## src/rtl/pvz_pkg.sv

```systemverilog
// Package with the shared types and constants of the per-voxel z-score block.
`timescale 1ns / 1ps

package pvz_pkg;

   localparam int MAX_IMAGES  = 64;
   localparam int SAMPLE_BITS = 16;
   localparam int COUNT_BITS  = 7;
   localparam int ADDR_BITS   = 6;
   localparam int SUM_BITS    = 22;
   localparam int SQSUM_BITS  = 38;

   localparam logic [1:0] CSR_IMAGE_COUNT    = 2'd0;
   localparam logic [1:0] CSR_MEAN_THRESHOLD = 2'd1;
   localparam logic [1:0] CSR_ABSOLUTE_MODE  = 2'd2;

   localparam logic [6:0] IMAGE_COUNT_RESET = 7'd8;

   typedef struct packed {
      logic signed [15:0] sample_value;
      logic               voxel_last;
   } req_type;

   typedef struct packed {
      logic signed [15:0] zscore;
      logic               masked;
      logic               run_last;
   } rsp_type;

endpackage

```

## src/rtl/per_voxel_zscore_masked_top.sv

```systemverilog
// Top level of the per-voxel z-score block with masking.
//
// Samples of one voxel arrive on the req_ channel, one transfer per image,
// taken when start is high and busy is low. Each sample keeps the block
// busy through the accumulate state while its square is accumulated. A voxel
// closes on the sample flagged voxel_last or when the configured image
// count, clamped to 2..64, is reached. The block then runs its statistics
// through the shared multiplier and gives one score per gathered sample,
// in input order, on the rsp_ channel, each for exactly one cycle marked
// by rsp_valid. A masked voxel gives zero scores without the root unit;
// otherwise each score is set by the restoring divider (33 steps) and the
// square root (17 steps) of the root unit, or the square root alone when
// the quotient saturates. The receiver cannot stall the channel.
// Configuration is written through the csr_ channel, which is always ready,
// and is meant to change only while the block is idle.
// Synchronous reset empties the current voxel and restores the register
// defaults; the sample store is not cleared.
`timescale 1ns / 1ps

module per_voxel_zscore_masked_top (
   input  logic             clock,
   input  logic             reset,
   input  logic             start,
   output logic             busy,
   input  pvz_pkg::req_type req_data,
   output logic             rsp_valid,
   output pvz_pkg::rsp_type rsp_data,
   input  logic             csr_valid,
   output logic             csr_ready,
   input  logic [1:0]       csr_index,
   input  logic [15:0]      csr_data
);

   typedef enum logic [14:0] {
      S_IDLE = 15'b000000000000001,
      S_ACC  = 15'b000000000000010,
      S_NQ   = 15'b000000000000100,
      S_S2   = 15'b000000000001000,
      S_MEAN = 15'b000000000010000,
      S_DEN  = 15'b000000000100000,
      S_DENC = 15'b000000001000000,
      S_RD   = 15'b000000010000000,
      S_MX   = 15'b000000100000000,
      S_DF   = 15'b000001000000000,
      S_D2   = 15'b000010000000000,
      S_R    = 15'b000100000000000,
      S_GO   = 15'b001000000000000,
      S_WAIT = 15'b010000000000000,
      S_OUT  = 15'b100000000000000
   } state_type;

   state_type state_ff, state_in;

   logic [6:0]         image_count_ff;
   logic signed [15:0] threshold_ff;
   logic               absolute_ff;

   logic signed [15:0] mem [pvz_pkg::MAX_IMAGES];
   logic signed [15:0] rd_ff;

   logic signed [21:0] sum_ff, sum_in;
   logic [37:0]        sq_ff, sq_in;
   logic [6:0]         cnt_ff, cnt_in;
   logic [6:0]         k_ff, k_in;
   logic               last_ff;
   logic signed [15:0] x_ff;

   logic signed [44:0] mul_a;
   logic signed [23:0] mul_b;
   logic signed [68:0] prod_ff;

   logic [42:0]        nq_ff, nq_in;
   logic [42:0]        dev2_ff, dev2_in;
   logic [48:0]        den_ff, den_in;
   logic               masked_ff, masked_in;
   logic signed [23:0] diff_ff, diff_in;
   logic [22:0]        diff_mag;
   logic [7:0]         limit;
   logic               root_start;
   logic               root_done;
   logic [16:0]        root_val;
   logic [15:0]        zval;
   logic               rsp_valid_ff, rsp_valid_in;
   pvz_pkg::rsp_type   rsp_ff, rsp_in;

   always_comb begin
      if (image_count_ff < 7'd2) begin
         limit = 8'd2;
      end else if ({1'b0, image_count_ff} > 8'(pvz_pkg::MAX_IMAGES)) begin
         limit = 8'(pvz_pkg::MAX_IMAGES);
      end else begin
         limit = {1'b0, image_count_ff};
      end
   end

   assign diff_mag = diff_ff[23] ? 23'(-diff_ff) : diff_ff[22:0];

   always_comb begin
      mul_a = '0;
      mul_b = '0;
      unique case (state_ff)
         S_IDLE: begin
            mul_a = 45'(req_data.sample_value);
            mul_b = 24'(req_data.sample_value);
         end
         S_NQ: begin
            mul_a = $signed({7'd0, sq_ff});
            mul_b = $signed({17'd0, cnt_ff});
         end
         S_S2: begin
            mul_a = 45'(sum_ff);
            mul_b = 24'(sum_ff);
         end
         S_MEAN: begin
            mul_a = 45'(threshold_ff);
            mul_b = $signed({17'd0, cnt_ff});
         end
         S_DEN: begin
            mul_a = $signed({2'd0, dev2_ff});
            mul_b = $signed({17'd0, cnt_ff});
         end
         S_MX: begin
            mul_a = 45'(rd_ff);
            mul_b = $signed({17'd0, cnt_ff});
         end
         S_D2: begin
            mul_a = $signed({22'd0, diff_mag});
            mul_b = $signed({1'b0, diff_mag});
         end
         S_R: begin
            mul_a = $signed({1'b0, prod_ff[43:0]});
            mul_b = $signed({17'd0, cnt_ff - 7'd1});
         end
         default: begin
            mul_a = '0;
            mul_b = '0;
         end
      endcase
   end

   always_comb begin
      if (masked_ff) begin
         zval = '0;
      end else if (diff_ff[23] && !absolute_ff) begin
         zval = (root_val > 17'd32768) ? 16'h8000 : 16'(-root_val);
      end else begin
         zval = (root_val > 17'd32767) ? 16'h7FFF : root_val[15:0];
      end
   end

   always_comb begin
      state_in     = state_ff;
      sum_in       = sum_ff;
      sq_in        = sq_ff;
      cnt_in       = cnt_ff;
      k_in         = k_ff;
      nq_in        = nq_ff;
      dev2_in      = dev2_ff;
      den_in       = den_ff;
      masked_in    = masked_ff;
      diff_in      = diff_ff;
      root_start   = 1'b0;
      rsp_valid_in = 1'b0;
      rsp_in       = rsp_ff;
      unique case (state_ff)
         S_IDLE: begin
            if (start) begin
               state_in = S_ACC;
            end
         end
         S_ACC: begin
            sum_in = sum_ff + 22'(x_ff);
            sq_in  = sq_ff + {7'd0, prod_ff[30:0]};
            cnt_in = cnt_ff + 7'd1;
            if (last_ff || ({1'b0, cnt_ff} + 8'd1 >= limit)) begin
               state_in = S_NQ;
            end else begin
               state_in = S_IDLE;
            end
         end
         S_NQ: state_in = S_S2;
         S_S2: begin
            nq_in    = prod_ff[42:0];
            state_in = S_MEAN;
         end
         S_MEAN: begin
            dev2_in  = (nq_ff > prod_ff[42:0]) ? nq_ff - prod_ff[42:0] : '0;
            state_in = S_DEN;
         end
         S_DEN: begin
            masked_in = (dev2_ff == '0) || (69'(sum_ff) < prod_ff);
            state_in  = S_DENC;
         end
         S_DENC: begin
            den_in   = prod_ff[48:0];
            k_in     = '0;
            state_in = S_RD;
         end
         S_RD: state_in = masked_ff ? S_OUT : S_MX;
         S_MX: state_in = S_DF;
         S_DF: begin
            diff_in  = prod_ff[23:0] - 24'(sum_ff);
            state_in = S_D2;
         end
         S_D2: state_in = S_R;
         S_R:  state_in = S_GO;
         S_GO: begin
            root_start = 1'b1;
            state_in   = S_WAIT;
         end
         S_WAIT: begin
            if (root_done) begin
               state_in = S_OUT;
            end
         end
         S_OUT: begin
            rsp_valid_in    = 1'b1;
            rsp_in.zscore   = zval;
            rsp_in.masked   = masked_ff;
            rsp_in.run_last = (k_ff + 7'd1 == cnt_ff);
            k_in            = k_ff + 7'd1;
            if (k_ff + 7'd1 == cnt_ff) begin
               sum_in   = '0;
               sq_in    = '0;
               cnt_in   = '0;
               state_in = S_IDLE;
            end else begin
               state_in = S_RD;
            end
         end
         default: state_in = S_IDLE;
      endcase
   end

   pvz_root u_root (
      .clock     (clock),
      .reset     (reset),
      .start     (root_start),
      .ratio_num (prod_ff[49:0]),
      .ratio_den (den_ff),
      .done      (root_done),
      .root      (root_val)
   );

   always_ff @(posedge clock) begin
      if (state_ff == S_IDLE && start) begin
         mem[cnt_ff[pvz_pkg::ADDR_BITS-1:0]] <= req_data.sample_value;
      end
      rd_ff <= mem[k_ff[pvz_pkg::ADDR_BITS-1:0]];
   end

   always_ff @(posedge clock) begin
      if (reset) begin
         state_ff       <= S_IDLE;
         sum_ff         <= '0;
         sq_ff          <= '0;
         cnt_ff         <= '0;
         k_ff           <= '0;
         rsp_valid_ff   <= 1'b0;
         image_count_ff <= pvz_pkg::IMAGE_COUNT_RESET;
         threshold_ff   <= '0;
         absolute_ff    <= 1'b0;
      end else begin
         state_ff     <= state_in;
         sum_ff       <= sum_in;
         sq_ff        <= sq_in;
         cnt_ff       <= cnt_in;
         k_ff         <= k_in;
         rsp_valid_ff <= rsp_valid_in;
         if (csr_valid) begin
            unique case (csr_index)
               pvz_pkg::CSR_IMAGE_COUNT:    image_count_ff <= csr_data[6:0];
               pvz_pkg::CSR_MEAN_THRESHOLD: threshold_ff   <= csr_data;
               pvz_pkg::CSR_ABSOLUTE_MODE:  absolute_ff    <= csr_data[0];
               default: ;
            endcase
         end
      end
      prod_ff   <= mul_a * mul_b;
      nq_ff     <= nq_in;
      dev2_ff   <= dev2_in;
      den_ff    <= den_in;
      masked_ff <= masked_in;
      diff_ff   <= diff_in;
      rsp_ff    <= rsp_in;
      if (state_ff == S_IDLE && start) begin
         x_ff    <= req_data.sample_value;
         last_ff <= req_data.voxel_last;
      end
   end

   assign busy      = (state_ff != S_IDLE);
   assign csr_ready = 1'b1;
   assign rsp_valid = rsp_valid_ff;
   assign rsp_data  = rsp_ff;

endmodule

```

## src/rtl/pvz_root.sv

```systemverilog
// Iterative unit giving the integer square root of a quotient of two wide integers, the numerator scaled by 2^22.
`timescale 1ns / 1ps

module pvz_root (
   input  logic        clock,
   input  logic        reset,
   input  logic        start,
   input  logic [49:0] ratio_num,
   input  logic [48:0] ratio_den,
   output logic        done,
   output logic [16:0] root
);

   typedef enum logic [2:0] {
      R_IDLE = 3'b001,
      R_DIV  = 3'b010,
      R_SQ   = 3'b100
   } root_state_type;

   root_state_type state_ff, state_in;
   logic [71:0] rem_ff, rem_in;
   logic [80:0] dsh_ff, dsh_in;
   logic [32:0] q_ff, q_in;
   logic [5:0]  cnt_ff, cnt_in;
   logic [33:0] sq_ff, sq_in;
   logic [19:0] srem_ff, srem_in;
   logic [16:0] root_ff, root_in;
   logic        done_ff, done_in;

   logic [71:0] num;
   logic        sat;
   logic        div_ge;
   logic [19:0] cur;
   logic [19:0] trial;
   logic        sq_ge;

   assign num    = {ratio_num, 22'd0};
   assign sat    = {10'd0, num} >= {ratio_den, 33'd0};
   assign div_ge = {9'd0, rem_ff} >= dsh_ff;
   assign cur    = {srem_ff[17:0], sq_ff[33:32]};
   assign trial  = {1'b0, root_ff[16:0], 2'b01};
   assign sq_ge  = cur >= trial;

   always_comb begin
      state_in = state_ff;
      rem_in   = rem_ff;
      dsh_in   = dsh_ff;
      q_in     = q_ff;
      cnt_in   = cnt_ff;
      sq_in    = sq_ff;
      srem_in  = srem_ff;
      root_in  = root_ff;
      done_in  = 1'b0;
      unique case (state_ff)
         R_IDLE: begin
            if (start) begin
               srem_in = '0;
               root_in = '0;
               if (sat) begin
                  sq_in    = {1'b0, {33{1'b1}}};
                  cnt_in   = 6'd16;
                  state_in = R_SQ;
               end else begin
                  rem_in   = num;
                  dsh_in   = {ratio_den, 32'd0};
                  q_in     = '0;
                  cnt_in   = 6'd32;
                  state_in = R_DIV;
               end
            end
         end
         R_DIV: begin
            if (div_ge) begin
               rem_in = rem_ff - dsh_ff[71:0];
            end
            q_in   = {q_ff[31:0], div_ge};
            dsh_in = {1'b0, dsh_ff[80:1]};
            if (cnt_ff == 6'd0) begin
               sq_in    = {1'b0, q_ff[31:0], div_ge};
               cnt_in   = 6'd16;
               state_in = R_SQ;
            end else begin
               cnt_in = cnt_ff - 6'd1;
            end
         end
         R_SQ: begin
            srem_in = sq_ge ? cur - trial : cur;
            root_in = {root_ff[15:0], sq_ge};
            sq_in   = {sq_ff[31:0], 2'b00};
            if (cnt_ff == 6'd0) begin
               done_in  = 1'b1;
               state_in = R_IDLE;
            end else begin
               cnt_in = cnt_ff - 6'd1;
            end
         end
         default: state_in = R_IDLE;
      endcase
   end

   always_ff @(posedge clock) begin
      if (reset) begin
         state_ff <= R_IDLE;
         done_ff  <= 1'b0;
         cnt_ff   <= '0;
      end else begin
         state_ff <= state_in;
         done_ff  <= done_in;
         cnt_ff   <= cnt_in;
      end
      rem_ff  <= rem_in;
      dsh_ff  <= dsh_in;
      q_ff    <= q_in;
      sq_ff   <= sq_in;
      srem_ff <= srem_in;
      root_ff <= root_in;
   end

   assign done = done_ff;
   assign root = root_ff;

endmodule

```

## config.mk

```make
export PLATFORM = sky130hd
export DESIGN_NAME = per_voxel_zscore_masked_top
export DESIGN_NICKNAME = d
export VERILOG_FILES = /design/src/rtl/pvz_pkg.sv /design/src/rtl/per_voxel_zscore_masked_top.sv /design/src/rtl/pvz_root.sv
export SDC_FILE = /design/constraint.sdc
export NUM_CORES = 2
export LEC_CHECK = 0
export BUFFER_PORTS_ARGS = -buffer_cell sky130_fd_sc_hd__buf_2
export CORE_MARGIN = 1.5
export CORE_UTILIZATION = 55
export DETAILED_ROUTE_END_ITERATION = 6
export PLACE_DENSITY = 0.73
export SYNTH_ARGS = -nofsm -noshare
export SYNTH_HDL_FRONTEND = slang
export SYNTH_SLANG_ARGS = --single-unit
```

## constraint.sdc

```tcl
create_clock -name clock -period 10.3 [get_ports clock]
set_input_delay 0.515 -clock clock [delete_from_list [all_inputs] [get_ports clock]]
set_output_delay 0.515 -clock clock [all_outputs]
set_load 0.03 [all_outputs]
```

======== Yosys cells after proc, flatten, opt, wreduce, memory -nomap -nowiden ========
Memory sizes are Yosys's and may differ from the RTL's. A register that Yosys moved wholly into a read port is not among the register bits.
Index checks and enable logic that the tools add are counted.
word-level totals
  bits in registers ....................... 642
  RAM bits ................................ 1024
  input port bits ......................... 39
  output and inout port bits .............. 21
  logic and storage cells ................. 168
  memories ................................ 1
memory list
  name  words  width  rd ports  clocked after memory_dff  write ports  line                               source
  mem   64     16     1         1                         1            per_voxel_zscore_masked_top.sv:58  logic signed [15:0] mem [pvz_pkg::MAX_IMAGES];
operators by class
  add/sub/neg operators ................... 13
  multipliers ............................. 1
  magnitude comparators ................... 10
  equal/unequal tests ..................... 32
  multiplexer cells ....................... 55
  bitwise operators ....................... 1
  reductions and logical operators ........ 26
operator list
  operator                              count
  one-hot mux 45 bit (8 select lines)   1
  one-hot mux 15 bit (15 select lines)  1
  2-to-1 mux 72 bit                     3
  2-to-1 mux 81 bit                     2
  one-hot mux 81 bit (2 select lines)   1
  one-hot mux 72 bit (2 select lines)   1
  one-hot mux 24 bit (5 select lines)   1
  2-to-1 mux 34 bit                     3
  one-hot mux 34 bit (3 select lines)   1
  >= comparator 72 x 82 -> 1 bit        1
  >= comparator 72 x 81 -> 1 bit        1
  one-hot mux 38 bit (2 select lines)   1
  subtractor 72 bit                     1
  < comparator 22 x 69 -> 1 bit         1
  multiplier 45 x 24 -> 69 bit          1
  2-to-1 mux 32 bit                     2
  one-hot mux 32 bit (2 select lines)   1
  2-to-1 mux 16 bit                     3
  2-to-1 mux 15 bit                     3
  one-hot mux 22 bit (2 select lines)   1
  greater-than comparator 43 bit        1
  zero test 43 bit                      1
  subtractor 43 bit                     1
  adder 38 x 31 -> 38 bit               1
  67 further kinds                      104

======== Depth between registers and ports, before layout ========
  depth in word-level cells ............... 7
  depth in mapped cells ................... 43
  gate-level depth less buffers ........... 40

======== By module ========
A second synthesis with hierarchy kept.
unflattened totals
  cells, all modules ...................... 9728
  area, all modules ....................... 114101.9 µm²
by module, submodules not included
  module                       instances  cells an instance  area an instance (µm²)
  per_voxel_zscore_masked_top  1          7892               96831.6
  pvz_root                     1          1836               17270.3

======== Worst setup path after synthesis ========
Ideal clock, no wire load.
  kind .................................... register to register
  start point ............................. register state_ff[1]
  end point ............................... register prod_ff[66]
  setup time .............................. 0.123 ns
  data arrival time ....................... 10.480 ns
  required time ........................... 10.177 ns
  slack ................................... -0.303 ns
  stages on the path, launching flop included .. 34
  period minus slack after synthesis ...... 10.603 ns
  cell sequence ........................... dfxtp_1 > clkbuf_1 > nor4_1 > and2_1 > nand2_1 > nor3b_1 > clkbuf_1 > a222oi_1 > nand4b_1 > clkbuf_1 > nor2_1 > fa_1 > fa_1 > fa_1 > fa_1 > fa_1 > fa_1 > inv_1 > fa_1 > inv_1 > ha_1 > clkbuf_1 > a21o_1 > a21o_1 > a21oi_1 > nand2_1 > o311ai_1 > o221ai_1 > a31oi_1 > a211oi_1 > o41a_1 > a221oi_2 > a21oi_1 > xor2_1
between the ends
  word-level cells in the longest chain between the ends .. 4
  elaborated cells between the ends (all ways) .. 12
RTL lines
  item                                             line                                source
  from (decl)                                      per_voxel_zscore_masked_top.sv:52   state_type state_ff, state_in;
  from (signal assigned)                           per_voxel_zscore_masked_top.sv:264  state_ff <= state_in;
  == test 15 x 9 -> 1 bit (tied with other cells)  per_voxel_zscore_masked_top.sv:101  unique case (state_ff)
  OR reduction 4 bit (no line)                     -
  one-hot mux 24 bit (5 select lines)              per_voxel_zscore_masked_top.sv:101
  multiplier 45 x 24 -> 69 bit (*)                 per_voxel_zscore_masked_top.sv:279  prod_ff <= mul_a * mul_b;
  to (signal assigned)                             per_voxel_zscore_masked_top.sv:279
  to (decl)                                        per_voxel_zscore_masked_top.sv:70   logic signed [68:0] prod_ff;
Mark *: on every way between the ends. The rest lies on a longest branch, timed or not.
A chain may end at the register's enable or synchronous reset.

======== Worst setup path in the final report ========
  start point ............................. register diff_ff[6]
  end point ............................... register prod_ff[68]
between the ends
  word-level cells in the longest chain between the ends .. 4
  elaborated cells between the ends (all ways) .. 5
RTL lines
  item                                                                                               line                                source
  from (decl)                                                                                        per_voxel_zscore_masked_top.sv:76   logic signed [23:0] diff_ff, diff_in;
  from (signal assigned)                                                                             per_voxel_zscore_masked_top.sv:284  diff_ff <= diff_in;
  negation 23 bit                                                                                    per_voxel_zscore_masked_top.sv:96   assign diff_mag = diff_ff[23] ? 23'(-diff_ff) : diff_ff[22:0];
  2-to-1 mux 23 bit (*)                                                                              per_voxel_zscore_masked_top.sv:96
  one-hot mux 45 bit (8 select lines) / one-hot mux 24 bit (5 select lines) (equally long branches)  per_voxel_zscore_masked_top.sv:101
  multiplier 45 x 24 -> 69 bit (*)                                                                   per_voxel_zscore_masked_top.sv:279
Marked as above.

==> summary.md <==
| Metric | Value |
|---|---|
| Outcome | `complete, but fails checks` |
| Failing checks | `design-rule violations` |
| Avg Cell Area, Syn | `11.8 µm²` |
| Non-Filler Instances | `12,900` |
| Die area | `0.209 mm²` |
| Post-Route WL | `345,000 µm` |
| DRT Pass-1 Iters | `7` |
| CP required | `11,010 ps` |
| Sequential area share after synthesis | `42.7%` |
| First-pass GRT wire length | `513,000 µm` |
| Unrepaired setup endpoints after global routing | `true` |
| Placement Rows | `166` |
| Die Span Y | `457 µm` |
| Cell taking the most area after synthesis | `edfxtp_1` |
| FMAX | `98.7 MHz` |
| Post-detail-place hpwl | `250,000 µm` |
| Clock Sinks | `1,682` |
| Slew Viols, Final | `0` |
| Met3 Use GR | `7.69%` |
| Max incr delay on CP | `580 ps` |
| Placed Area | `0.121 mm²` |
| RePlAce Congestion | `1.06` |
| Distinct cells, synth | `87` |
| Min-delay worst type | `primary input to register` |
| Total GRT Usage | `33.3%` |
| Post-Syn Area | `0.113 mm²` |
| Placed cell count | `12,600` |
| Setup TNS | `0 ps` |
| Final hold vios | `0` |
| WL per Instance | `26.7 µm` |
| FF+latch count, synth | `1,682` |
| Post-Syn Instances | `9,605` |
| Top FF cell, synth | `edfxtp_1` |
| # DRC | `2` |
| Grt ovf | `0` |
| Worst-skew pair later-pin latency | `870 ps` |
| Top post-synthesis cells by area | `edfxtp_1 (39%), fa_1 (19%), mux4_2 (6.7%)` |
| CP arrival | `10,840 ps` |
| Crit share post-route | `98.3%` |
| Vias in the first global route | `81,000` |
| Routed vias/inst | `6.06` |
| Initial antenna violation count | `23` |
| Clock Tree Buf Depth | `3` |
| Met1 usage | `42.3%` |
| CTS tree | `done` |
| Core ar. | `0.205 mm²` |
| Slowest cell on crit path | `fa_1` |
| Period minus WS final | `10,130 ps` |
| Worst-Margin Slew | `1310 ps` |
| Final Cell Area | `0.128 mm²` |
| Setup violators final | `0` |
| Critical path peak fanout | `7` |
| Crit-path most repeated cell | `fa_1` |
| Synth-to-Final Area Change | `12.7%` |
| Filler cells | `15,700` |
| Yosys warnings | `0` |
| CP endpoint kind | `register` |
| Starting Density | `55.4%` |
| Setup CP Type | `register to register` |
| Layout Nets | `11,700` |
| Via Count | `78,500` |
| Number of DRC markers in iteration 0 | `9,622` |
| Commonest cells in the netlist | `inv_1 (1,564), edfxtp_1 (1,473), nand2_1 (1,142)` |
| Slew margin rel. | `11.8%` |
| GRT busiest layer | `met2` |
| Post-synth EDFFs | `1,473` |
| CTS Root Cell | `clkbuf_16` |
| H-tree lvl count | `4` |
| Largest net degree at the start of global routing | `156` |
| Die Wd | `457 µm` |
| Fraction of layout cells with a size suffix above 1 | `14.4%` |
| Cts bufs inserted | `175` |
| Most frequent cell after synthesis | `inv_1` |
| CP startpoint kind | `register` |
| I/O pin total | `60` |
| Met2 Track Usage GR | `52.5%` |
| Ys async rst share | `0%` |
| Clock slew at reported path FFs | `60 ps` |
| Post-synth top area share | `39.0%` |
| PortBufs | `58` |
| Clk_skew | `85.3 ps` |
| Max-Cap Viols | `0` |
| Final ANT Viol Nets | `0` |
## flip-flops by register name, indices dropped and copies added, names as in the netlist, 17 cells and up
register,count
rsp_data,18
u_root.sq_ff,34
u_root.root,17
u_root.dsh_ff,81
dev2_ff,43
sum_ff,22
prod_ff,69
nq_ff,43
u_root.srem_ff,18
mem,1024
den_ff,49
u_root.rem_ff,72
u_root.q_ff,32
diff_ff,24
sq_ff,38
## final cells by class
| cell class | count | area, µm² | share of cell area (%) |
|---|---|---|---|
| Clock inverter | 94 | 1140 | 0.889 |
| Tap cell | 2688 | 3360 | 2.63 |
| Timing Repair Buffer | 713 | 6080 | 4.76 |
| Inverter | 1570 | 5900 | 4.62 |
| Antenna cell | 11 | 27.5 | 0.0215 |
| Sequential cell | 1682 | 48400 | 37.9 |
| Multi-Input combinational cell | 5950 | 58200 | 45.5 |
| Clock buffer | 229 | 4680 | 3.66 |
## layer usage
metal  vias up  share of wire, %
met3       991               9.8
met5         -             0.025
met1     39600                37
met2      4241                46
met4        14               7.0
li1      33600                 -
## logic make-up (layout without fill, tap and decap cells)
group | count (synthesis) | in the layout | share of synthesized area (%)
simple gates | 2384 | 2384 | 9.40
compound gates | 1314 | 1314 | 7.63
buf+inv | 1995 | 2606 | 6.64
other cells | 2 | 35 | 0.00662
flops | 1682 | 1682 | 42.7
xor+xnor | 287 | 287 | 2.22
mux | 359 | 359 | 6.88
fa+ha+maj | 1582 | 1582 | 24.6
## timing repair
item	in CTS	in global routing
hold endpoints to repair	23	0
buffers inserted	0	11
gates resized for setup	8	105
gates cloned	0	1
hold buffers	16	0
endpoints found under the setup margin	28	26
pin swaps	0	24
## path summary, 6_finish.rpt
kind	from	to	slack, ps	depth (start not counted)
min	csr_data[9]	threshold_ff[9]	70	3
max	diff_ff[6]	prod_ff[68]	170	36
max reg2reg	diff_ff[6]	prod_ff[68]	170	36
min reg2reg	sq_ff[21]	sq_ff[21]	480	2
## critical path: cells and delay by family (launching register included)
family                   cells  cell delay, ps
XOR/XNOR                     2             240
adder cells (fa/ha/maj)      8            3800
AND/OR/NAND/NOR              7            1860
AO/OA/AOI/OAI               11            2520
buffers and inverters        8            1110
flip-flops                   1             410
## cell usage in the layout, fill, tap and decap left out, drive strengths merged, types with 36 or more instances in the layout
cell type / instances
nor2b: 60
a31oi: 48
o21a: 36
nand3: 110
clkinv: 61
nand4: 83
xor2: 124
edfxtp: 1473
ha: 508
o21bai: 48
nor2: 530
mux4: 336
dfxtp: 209
o21ai: 277
nor3: 76
a21oi: 344
a211o: 44
xnor2: 163
nand2: 1142
and3: 40
and2: 113
or3: 41
clkbuf: 230
a21o: 247
fa: 1074
buf: 696
nand2b: 56
inv: 1575
## stage by stage
step / worst slack [ps] / hold WS (ps) / utilization [%]
after global placement: -605 / 462 / 59.2
final: 170 / 70.0 / 62.4
after detailed placement: -783 / 473 / 59.2
after floorplan: 466 / 424 / -
after CTS: 6.05 / 18.2 / 62.1
after global routing: -69.2 / 26.7 / 62.4
Power is left out: the tool's default activity adds up to more than one toggle a clock period on the data nets, which glitch-free logic cannot reach.
